$ cat src/rtl/core/random_ulp_perturber_macros.svh
// assertion macros for the random ulp perturber
`ifndef RANDOM_ULP_PERTURBER_MACROS_SVH
`define RANDOM_ULP_PERTURBER_MACROS_SVH

// same-cycle implication under synchronous active-low reset
`define RUP_ASSERT_NOW(label, clk, rst_n, ante, cons) \
  label: assert property (@(posedge clk) disable iff (!rst_n) (ante) |-> (cons)) \
    else $error("rup assertion failed");

// next-cycle implication under synchronous active-low reset
`define RUP_ASSERT_NEXT(label, clk, rst_n, ante, cons) \
  label: assert property (@(posedge clk) disable iff (!rst_n) (ante) |=> (cons)) \
    else $error("rup assertion failed");

`endif

$ cat src/rtl/core/rup_pkg.sv
// types, constants and helper functions for the random ulp perturber
`timescale 1ns / 1ps

package rup_pkg;

  localparam logic [63:0] GOLDEN_GAMMA = 64'h9E37_79B9_7F4A_7C15;
  localparam logic [63:0] MIX_MUL_A    = 64'hBF58_476D_1CE4_E5B9;
  localparam logic [63:0] MIX_MUL_B    = 64'h94D0_49BB_1331_11EB;
  localparam int unsigned ROT_SUM = 17;
  localparam int unsigned ROT_A   = 49;
  localparam int unsigned SHIFT_B = 21;
  localparam int unsigned ROT_C   = 28;

  typedef struct packed {
    logic        is_double;
    logic [63:0] value_bits;
  } rup_in_t;

  typedef struct packed {
    logic [63:0] result_bits;
    logic        stepped_up;
    logic        passed_zero;
  } rup_out_t;

  typedef struct packed {
    logic        busy;
    logic        load;
    logic [63:0] word;
  } rup_seed_stat_t;

  typedef struct packed {
    logic [63:0] w0;
    logic [63:0] w1;
  } rup_gen_t;

  function automatic logic [63:0] rotl64(input logic [63:0] v, input int unsigned amt);
    rotl64 = (v << amt) | (v >> (64 - amt));
  endfunction

  // elaboration only, gives the reset state of the generator
  function automatic logic [63:0] splitmix64_const(input logic [63:0] v);
    logic [63:0] z;
    z = v + GOLDEN_GAMMA;
    z = (z ^ (z >> 30)) * MIX_MUL_A;
    z = (z ^ (z >> 27)) * MIX_MUL_B;
    splitmix64_const = z ^ (z >> 31);
  endfunction

  localparam logic [63:0] RESET_WORD = splitmix64_const(64'd0);

  // bit 0 of rotl(w0 + w1, 17) + w0
  function automatic logic draw_bit0(input rup_gen_t g);
    logic [63:0] s;
    s = g.w0 + g.w1;
    draw_bit0 = s[64 - ROT_SUM] ^ g.w0[0];
  endfunction

  function automatic rup_gen_t gen_step(input rup_gen_t g);
    logic [63:0] x;
    rup_gen_t    n;
    x    = g.w0 ^ g.w1;
    n.w0 = rotl64(g.w0, ROT_A) ^ x ^ (x << SHIFT_B);
    n.w1 = rotl64(x, ROT_C);
    gen_step = n;
  endfunction

endpackage

$ cat src/rtl/core/rup_seed.sv
// seed mixer: splitmix64 of the written seed through one shared 32x32 multiplier
`timescale 1ns / 1ps

module rup_seed (
  input  logic                     clk,
  input  logic                     rst_n,
  input  logic                     cfg_wr_en,
  input  logic [63:0]              cfg_wr_data,
  output rup_pkg::rup_seed_stat_t  seed_stat
);

  typedef enum logic [2:0] {
    ST_IDLE, ST_A0, ST_A1, ST_A2, ST_B0, ST_B1, ST_B2
  } state_t;

  state_t      state_r;
  logic        load_r;
  logic [63:0] word_r;
  logic [63:0] op_r;
  logic [63:0] acc_r;

  logic [63:0] seed_sum;
  logic [31:0] mul_x;
  logic [31:0] mul_k;
  logic [63:0] prod;
  logic [63:0] acc_nxt;

  assign seed_sum = cfg_wr_data + rup_pkg::GOLDEN_GAMMA;

  always_comb begin
    mul_x = op_r[31:0];
    mul_k = rup_pkg::MIX_MUL_A[31:0];
    unique case (state_r)
      ST_A1: begin
        mul_x = op_r[63:32];
      end
      ST_A2: begin
        mul_k = rup_pkg::MIX_MUL_A[63:32];
      end
      ST_B0: begin
        mul_k = rup_pkg::MIX_MUL_B[31:0];
      end
      ST_B1: begin
        mul_x = op_r[63:32];
        mul_k = rup_pkg::MIX_MUL_B[31:0];
      end
      ST_B2: begin
        mul_k = rup_pkg::MIX_MUL_B[63:32];
      end
      default: begin
      end
    endcase
  end

  assign prod    = 64'(mul_x) * 64'(mul_k);
  assign acc_nxt = acc_r + {prod[31:0], 32'd0};

  always_ff @(posedge clk) begin
    if (!rst_n) begin
      state_r <= ST_IDLE;
      load_r  <= 1'b0;
    end else if (cfg_wr_en) begin
      op_r    <= seed_sum ^ (seed_sum >> 30);
      state_r <= ST_A0;
      load_r  <= 1'b0;
    end else begin
      load_r <= (state_r == ST_B2);
      unique case (state_r)
        ST_IDLE: begin
        end
        ST_A0, ST_B0: begin
          acc_r   <= prod;
          state_r <= (state_r == ST_A0) ? ST_A1 : ST_B1;
        end
        ST_A1, ST_B1: begin
          acc_r   <= acc_nxt;
          state_r <= (state_r == ST_A1) ? ST_A2 : ST_B2;
        end
        ST_A2: begin
          op_r    <= acc_nxt ^ (acc_nxt >> 27);
          state_r <= ST_B0;
        end
        ST_B2: begin
          word_r  <= acc_nxt ^ (acc_nxt >> 31);
          state_r <= ST_IDLE;
        end
        default: begin
          state_r <= ST_IDLE;
        end
      endcase
    end
  end

  assign seed_stat.busy = (state_r != ST_IDLE) | load_r;
  assign seed_stat.load = load_r;
  assign seed_stat.word = word_r;

endmodule

$ cat src/rtl/core/random_ulp_perturber.sv
// random ulp perturber: steps a float bit pattern up or down by one at random
//
// input channel in_valid / in_stall / in_word carries one word per float:
// the format flag and the raw bit pattern. output channel out_valid /
// out_stall / out_word carries the stepped pattern with up and zero flags.
// out_valid rises the cycle after a word is accepted; a word can be taken
// every cycle in_stall is low, and the xoroshiro128++ state steps with
// each word. plus and minus zero pass through unchanged and leave the
// generator alone. a stalled output word holds; a new word is still taken
// in the cycle the held one leaves, so in_stall rises only while the
// output is held or a reseed runs. writing cfg_wr_data with cfg_wr_en
// sets both generator words to splitmix64 of the seed; the mix runs
// through one shared 32x32 multiplier in six steps, with in_stall high
// until the load. reset clears out_valid and loads splitmix64 of zero.
`timescale 1ns / 1ps
`include "random_ulp_perturber_macros.svh"

module random_ulp_perturber (
  input  logic             clk,
  input  logic             rst_n,
  input  logic             in_valid,
  output logic             in_stall,
  input  rup_pkg::rup_in_t in_word,
  output logic             out_valid,
  input  logic             out_stall,
  output rup_pkg::rup_out_t out_word,
  input  logic             cfg_wr_en,
  input  logic [63:0]      cfg_wr_data
);

  rup_pkg::rup_seed_stat_t seed_stat;
  rup_pkg::rup_gen_t       gen_r;
  rup_pkg::rup_gen_t       gen_nxt;
  rup_pkg::rup_out_t       out_word_r;
  rup_pkg::rup_out_t       out_word_nxt;
  logic                    out_valid_r;

  logic        in_fire;
  logic        in_zero;
  logic        step_up;
  logic [63:0] masked;
  logic [63:0] stepped;

  rup_seed u_seed (
    .clk         (clk),
    .rst_n       (rst_n),
    .cfg_wr_en   (cfg_wr_en),
    .cfg_wr_data (cfg_wr_data),
    .seed_stat   (seed_stat)
  );

  assign in_stall = seed_stat.busy | (out_valid_r & out_stall);
  assign in_fire  = in_valid & ~in_stall;

  assign masked  = in_word.is_double ? in_word.value_bits
                                     : {32'd0, in_word.value_bits[31:0]};
  assign in_zero = in_word.is_double ? (in_word.value_bits[62:0] == 63'd0)
                                     : (in_word.value_bits[30:0] == 31'd0);
  assign step_up = rup_pkg::draw_bit0(gen_r);
  assign stepped = masked + (step_up ? 64'd1 : {64{1'b1}});

  always_comb begin
    if (in_zero) begin
      out_word_nxt.result_bits = masked;
      out_word_nxt.stepped_up  = 1'b0;
      out_word_nxt.passed_zero = 1'b1;
    end else begin
      out_word_nxt.result_bits = in_word.is_double ? stepped : {32'd0, stepped[31:0]};
      out_word_nxt.stepped_up  = step_up;
      out_word_nxt.passed_zero = 1'b0;
    end
  end

  always_comb begin
    priority if (seed_stat.load) begin
      gen_nxt.w0 = seed_stat.word;
      gen_nxt.w1 = seed_stat.word;
    end else if (in_fire && !in_zero) begin
      gen_nxt = rup_pkg::gen_step(gen_r);
    end else begin
      gen_nxt = gen_r;
    end
  end

  always_ff @(posedge clk) begin
    if (!rst_n) begin
      gen_r.w0    <= rup_pkg::RESET_WORD;
      gen_r.w1    <= rup_pkg::RESET_WORD;
      out_valid_r <= 1'b0;
    end else begin
      gen_r <= gen_nxt;
      if (in_fire) begin
        out_valid_r <= 1'b1;
      end else if (!out_stall) begin
        out_valid_r <= 1'b0;
      end
    end
  end

  always_ff @(posedge clk) begin
    if (in_fire) begin
      out_word_r <= out_word_nxt;
    end
  end

  assign out_valid = out_valid_r;
  assign out_word  = out_word_r;

  `RUP_ASSERT_NEXT(a_cfg_stalls, clk, rst_n, cfg_wr_en, in_stall)
  `RUP_ASSERT_NOW(a_seed_no_fire, clk, rst_n, seed_stat.busy, !in_fire)
  `RUP_ASSERT_NEXT(a_zero_keeps_gen, clk, rst_n, in_fire && in_zero && !cfg_wr_en, $stable(gen_r))
  `RUP_ASSERT_NOW(a_flags_excl, clk, rst_n, out_valid_r, !(out_word_r.stepped_up && out_word_r.passed_zero))

endmodule
$ cat config.mk
export PLATFORM = sky130hd
export DESIGN_NAME = random_ulp_perturber
export DESIGN_NICKNAME = d
export VERILOG_FILES = /design/src/rtl/core/rup_pkg.sv /design/src/rtl/core/rup_seed.sv /design/src/rtl/core/random_ulp_perturber.sv
export VERILOG_INCLUDE_DIRS = /design/src /design/src/rtl/core
export SDC_FILE = /design/constraint.sdc
export NUM_CORES = 2
export LEC_CHECK = 0
export ABC_AREA = 0
export BUFFER_PORTS_ARGS = -buffer_cell sky130_fd_sc_hd__clkbuf_2
export CELL_PAD_IN_SITES_DETAIL_PLACEMENT = 2
export CELL_PAD_IN_SITES_GLOBAL_PLACEMENT = 2
export CORE_ASPECT_RATIO = 2
export CORE_MARGIN = 4
export CORE_UTILIZATION = 38
export DETAILED_ROUTE_END_ITERATION = 7
export HOLD_SLACK_MARGIN = 0.15
export PLACE_DENSITY = 0.8
export SYNTH_ARGS = -nofsm -noshare
export SYNTH_HDL_FRONTEND = slang
export SYNTH_SLANG_ARGS = --single-unit
$ cat constraint.sdc
create_clock -name clk -period 9.9 [get_ports clk]
set_input_delay 1.485 -clock clk [delete_from_list [all_inputs] [get_ports clk]]
set_output_delay 1.485 -clock clk [all_outputs]
set_load 0.005 [all_outputs]
; ---- After elaboration in Yosys (flattened, before gate mapping)
; Index checks and enable logic that the tools add are counted.
[word_totals]
regBits = 391
in_bits = 134
output_inout_bits = 68
elab_cells = 75
[classes]
addsub = 4
multipliers = 1
eq_ne = 8
muxes = 18
bitwise_logic = 16
reduce_logical = 16
[op_table]
columns = op, count
row1 = $mux W64, 5
row2 = $mux W128, 2
row3 = $xor A64 B64 Y64, 3
row4 = $add A64 B64 Y64, 2
row5 = $pmux W64 S2, 1
row6 = $pmux W32 S3, 1
row7 = $mux W66, 1
row8 = $add A64 B64 Y64 const B, 1
row9 = $mul A32 B32 Y64, 1
row10 = $or A64 B28 Y64, 1
row11 = $or A64 B49 Y64, 1
row12 = $xor A64 B33 Y64, 1
row13 = $xor A64 B34 Y64, 1
row14 = $xor A64 B37 Y64, 1
row15 = $logic_not A63 Y1, 1
row16 = $add A48 B48 Y48, 1
row17 = $mux W32, 1
row18 = $logic_not A31 Y1, 1
row19 = $pmux W3 S4, 1
row20 = $eq A3 B3 Y1 const B, 3
row21 = $reduce_or A2 Y1, 4
row22 = $eq A3 B2 Y1 const B, 2
row23 = $mux W3, 2
row24 = $reduce_and A3 Y1, 2
row25 = 14 further kinds, 23

; ---- Depth between registers and ports, before layout
[depth]
depth_word = 8
mapped_depth = 42
mapped_depth_nobuf = 39

; ---- Hierarchy
; Synthesis repeated with hierarchy kept, for this count alone.
[hier_totals]
cells_unflattened = 5788
area_unflattened_um2 = 54423.4
[by_module_without_submodules]
columns = mod, instances, cells_per_inst, area_per_inst_um2, seq_area_each_um2
row1 = rup_seed, 1, 4053, 40517.6, 5845.6
row2 = random_ulp_perturber, 1, 1735, 13905.8, 4564.4

; ---- Worst setup path before layout
; No wires, ideal clock.
[synth_path]
path_type = flip-flop to flip-flop
start = reg u_seed.state_r[0]
end = reg u_seed.op_r[35] (data pin)
setup_ns = 0.266
arrival_ns = 9.721
required_ns = 9.634
slack_ns = -0.087
path_stages_with_launch = 40
n_path_buf = 4
period_less_slack_ns = 9.987
path_cell_list = dfxtp_1 > buf_2 > nor2_1 > a22oi_1 > buf_2 > buf_2 > nand2_1 > nand2_1 > clkinv_1 > nor2_1 > nor2_1 > fa_1 > inv_1 > fa_1 > fa_1 > inv_1 > fa_1 > inv_1 > (+4 left out) > fa_1 > fa_1 > ha_1 > clkbuf_1 > nand4_1 > nor3_1 > o21ai_0 > nand3_1 > xor2_1 > ha_1 > a21o_1 > a31o_2 > or3b_1 > o21ai_1 > o21ai_2 > o311ai_2 > xnor2_1 > o21ai_1
[synth_between]
elab_chain_len = 8
word_cells_on_any_way = 14
classes_between = 1 x add/sub / 1 x mul / 5 x eq/ne / 4 x mux / 1 x bitwise / 2 x reduce/logical
[synth_rtl]
columns = item, line
row1 = "start, declared", rup_seed.sv:16  ; state_t state_r;
row2 = "start signal, assigned", rup_seed.sv:73  ; state_r <= (state_r == ST_A0) ? ST_A1 : ST_B1;
row3 = "start signal, assigned", rup_seed.sv:77  ; state_r <= (state_r == ST_A1) ? ST_A2 : ST_B2;
row4 = $eq A3 B3 Y1 or $eq A3 B2 Y1 (tied branches), rup_seed.sv:33  ; unique case (state_r)
row5 = $reduce_or A2 Y1 (no line), --
row6 = $pmux W32 S3 or $mux W32 (tied branches), rup_seed.sv:33
row7 = $mul A32 B32 Y64 (*), rup_seed.sv:55  ; assign prod = 64'(mul_x) * 64'(mul_k);
row8 = $add A64 B64 Y64 (*), rup_seed.sv:56  ; assign acc_nxt = acc_r + {prod[31:0], 32'd0};
row9 = net u_seed.acc_nxt[62], rup_seed.sv:26  ; logic [63:0] acc_nxt;
row10 = $xor A64 B37 Y64 (*), rup_seed.sv:80  ; op_r <= acc_nxt ^ (acc_nxt >> 27);
row11 = $mux W64 (*), rup_seed.sv:68  ; unique case (state_r)
row12 = $mux W64 (*), rup_seed.sv:62  ; end else if (cfg_wr_en) begin
row13 = "end signal, assigned", rup_seed.sv:63  ; op_r <= seed_sum ^ (seed_sum >> 30);
row14 = "end signal, assigned", rup_seed.sv:80
row15 = "end, declared", rup_seed.sv:19  ; logic [63:0] op_r;
; The timed path passes the listed nets; every way through them passes the cells marked *. The select of a mux whose other input is x is not followed.
; A chain may end at the register's enable or synchronous reset.

; ---- Worst setup path after layout
[layout_path]
start = reg u_seed.state_r[0]
end = reg u_seed.word_r[32] (data pin)
[layout_between]
elab_chain_len = 6
word_cells_on_any_way = 12
classes_between = 1 x add/sub / 1 x mul / 5 x eq/ne / 2 x mux / 1 x bitwise / 2 x reduce/logical
[layout_rtl]
columns = item, line
row1 = $eq A3 B3 Y1 or $eq A3 B2 Y1 (tied branches), rup_seed.sv:33
row2 = $reduce_or A2 Y1 (no line), --
row3 = $pmux W32 S3 or $mux W32 (tied branches), rup_seed.sv:33
row4 = $mul A32 B32 Y64 (*), rup_seed.sv:55
row5 = $add A64 B64 Y64 (*), rup_seed.sv:56
row6 = net u_seed.acc_nxt[63], rup_seed.sv:26
row7 = $xor A64 B33 Y64 (*), rup_seed.sv:84  ; word_r <= acc_nxt ^ (acc_nxt >> 31);
row8 = "end signal, assigned", rup_seed.sv:84
row9 = "end, declared", rup_seed.sv:18  ; logic [63:0] word_r;
; The timed path passes the listed nets; every way through them passes the cells marked *.

==> results.md <==
* Global-route wire length before repair at 415000 µm
* Transition time at the pin with the least slew margin at 1.69 ns
* Ranking of synthesized cells by instance count: sky130_fd_sc_hd__inv_1 (900), sky130_fd_sc_hd__fa_1 (825), sky130_fd_sc_hd__nor2_1 (522)
* Core region area at 141000 µm²
* Number of ports placed on the die boundary at 202
* Violated checks: max-capacitance violations, max-slew violations, negative setup slack
* Sinks on the clock net at 391
* Fraction of post-synthesis cell area in the top cell type by area at 30.6%
* Number of buffers created by CTS at 39
* Crit path max-delay cell type: sky130_fd_sc_hd__fa_2
* Warnings, synthesis at 0
* Synthesized area per cell at 9.42 µm²
* Met3 routed wirelength at 24200 µm
* Crit path required time at 10.23 ns
* GR Util All Layers at 39.7%
* Post-Syn Instances at 5732
* Setup slack of the critical path after layout at -1.29 ns
* Main combinational cell family by area after synthesis: adder cells
* Synthesized-area fraction occupied by ao, oa, aoi and oai cells at 11.8%
* TritonCTS clock tree: built
* Status: complete, but fails checks
* Die width at 275 µm
* Highest metal layer with signal wires: met5
* Fraction of the mapped netlist area in adder cells at 41.5%
* Hold buffer count at cts at 0
* Number of iterations in the first detailed-routing pass at 6
* Most repeated cell in the gate-level netlist after synthesis: sky130_fd_sc_hd__inv_1
* Cell repeated most along the worst path: sky130_fd_sc_hd__buf_4
* Filler Cell Count at 14873
* Sequential-to-total area share from yosys stat at 19.3%
* Area of the multi-input gates at 41200 µm²
* Die height at 541 µm
* Number of buffers inserted by port buffering at 201
* Worst skew pair latency at 0.63 ns
* Number of enable flip-flop cells after synthesis at 258
* Async SR Flop Fraction at 0%
* Nature of the critical path startpoint: register
* Final cell utilization of the core at 47.2%
* Antenna Nets Post-Route at 0
* Wire length on met2 at 163000 µm
* Number of different library cells in the post-synthesis netlist at 87
* Routability congestion estimate from global placement at 1.10
* Layout cells sized above 1 at 22.4%
* Mapped Nets at 7162
* Post-layout net count at 7983
* Min-Delay Path Class: register to register
* DRC at 0
* Drt initial violations at 3948
* Type of destination of the critical path: register
* MaxCap Viol Count at 1
* Simple-gate area share of the yosys netlist at 11.3%
* Maximum number of pins on one net before global-route repair at 85
* Via count of the first global-routing pass at 57321
* Routed metal-1 wirelength at 91900 µm
* Top flip-flop cell by instance count after synthesis: sky130_fd_sc_hd__edfxtp_1
* Finish-stage setup viols at 95
* Initial Utilization at 38.2%
* CP peak stage delay at 0.62 ns
* Unrepaired setup endpoints after global routing: yes
* Total congestion overflow at 0
* Antenna violations before repair at 27
* Number of cells in the design after placement at 8285
* Final Hold Fails at 0
* Die area at 149000 µm²
* Worst slew margin relative to its limit at -13.6%
* Worst Path Max Fanout at 21
* Final wirelength at 334000 µm
* Final Skew at 0.0519 ns
* Cell type with the largest total area after synthesis: sky130_fd_sc_hd__fa_1
* Routed wire length per instance at 39.4 µm
* XOR/XNOR Fraction of Synth Area at 7.38%
* Total of flip-flops plus latches after synthesis at 391
* Cell chosen for the clock root: sky130_fd_sc_hd__clkbuf_16
* Total negative slack at -65.95 ns
* Detail-routed via count per cell at 6.11
* Final Max Tran Viols at 4
* HPWL after detailed placement at 246000 µm
* Synthesis-to-layout area growth at 23.4%
* Netlist Area Pre-Place at 54000 µm²
* Final Instance Count excl. Fillers at 8477
* Maximum buffer depth of the clock tree at 3
* Final min period at 11.19 ns
* CTS clock-pin slew for the worst setup and hold paths at 0.08 ns
* Share of the clock period used by the worst path at 113%
* Row count at 195
* Total vias in the final route at 51773
* Count of H-tree levels built during CTS at 2
* Cells taking the most area after synthesis: sky130_fd_sc_hd__fa_1 (31%), sky130_fd_sc_hd__edfxtp_1 (14%), sky130_fd_sc_hd__ha_1 (11%), sky130_fd_sc_hd__inv_1 (6.3%), sky130_fd_sc_hd__dfxtp_1 (4.9%)
* Share of cell area taken by muxes after synthesis at 0.776%
* Data arrival time of the worst path at 11.52 ns
* Fmax at 89.4 MHz
* Placement-stage worst setup slack at -0.828 ns
* Total area of sequential cells at 10400 µm²
* CP Class: register to register
## flip-flops by register name, indices dropped and copies added (netlist names)
name / count
gen_r: 128
out_valid: 1
out_word: 66
u_seed.acc_r: 64
u_seed.load_r: 1
u_seed.op_r: 64
u_seed.state_r: 3
u_seed.word_r: 64
## layout by cell type (no fill, tap or decap), drive strengths merged, types with 90 or more instances in the layout
cell type  count
inv          904
fa           825
buf          803
nor2         524
ha           471
nand2        453
a21oi        391
edfxtp       258
o21ai        257
clkbuf       253
xnor2        251
xor2         193
dfxtp        133
a21o          90
## area by class of cell
type | instances | share of cell area (%)
sequential | 391 | 15.6
clock inverter | 20 | 0.368
inverter | 911 | 5.23
antenna | 23 | 0.0864
timing repair buffer | 1006 | 11.8
tap | 1871 | 3.51
clock buffer | 51 | 1.59
multi-input combinational | 4204 | 61.8
## layer usage
layer | global-route usage [%] | up-vias
met2 | 71.5 | 3124
met4 | 47.7 | 16
met3 | 8.31 | 2038
met5 | 0 | -
met1 | 32.1 | 26255
li1 | - | 20340
## cell families after synthesis
group / after synthesis
muxes: 40
xor gates and xnor gates: 448
buffers and inverters: 1137
and+or+nand+nor: 1375
adders and majority gates: 1297
DFF: 391
AOI/OAI and AO/OA: 1044
## timing repair
item | 4_1_cts | 5_1_grt
buffers inserted | 13 | 85
gates cloned | 3 | 3
pin swaps | 16 | 125
setup endpoints to repair | 77 | 87
resized for setup | 120 | 372
## worst max-delay path, delay by kind of cell (launching register included)
kind                       cells  cell delay, ns
muxes                          1            0.28
adders and majority gates     10            3.96
DFF                            1            0.42
AOI/OAI and AO/OA             11            2.65
and+or+nand+nor                6            0.92
buffers and inverters         12            2.20
xor gates and xnor gates       3            0.40
## stage by stage
| stage | hold WS (ns) | area [µm²] |
|---|---|---|
| detailed placement | 0.483 | 62300 |
| floorplan | 0.456 | 54000 |
| global route | 0.521 | 66600 |
| finish | 0.495 | 66600 |
| global placement | 0.466 | 62300 |
| CTS | 0.496 | 64300 |
## path summary, 6_finish.rpt
| kind | startpoint | end | slack [ns] | cells past startpoint |
|---|---|---|---|---|
| hold / removal | gen_r[34]$_SDFFE_PN0P_ | gen_r[34]$_SDFFE_PN0P_ | 0.49 | 2 |
| hold reg to reg | gen_r[34]$_SDFFE_PN0P_ | gen_r[34]$_SDFFE_PN0P_ | 0.49 | 2 |
| setup / recovery | u_seed.state_r[0]$_SDFFE_PN0P_ | u_seed.word_r[32]$_DFFE_PP_ | -1.29 | 43 |
| setup reg to reg | u_seed.state_r[0]$_SDFFE_PN0P_ | u_seed.word_r[32]$_DFFE_PP_ | -1.29 | 43 |
Power is left out: the tool's default activity adds up to more than one toggle a clock period on the data nets, which glitch-free logic cannot reach.
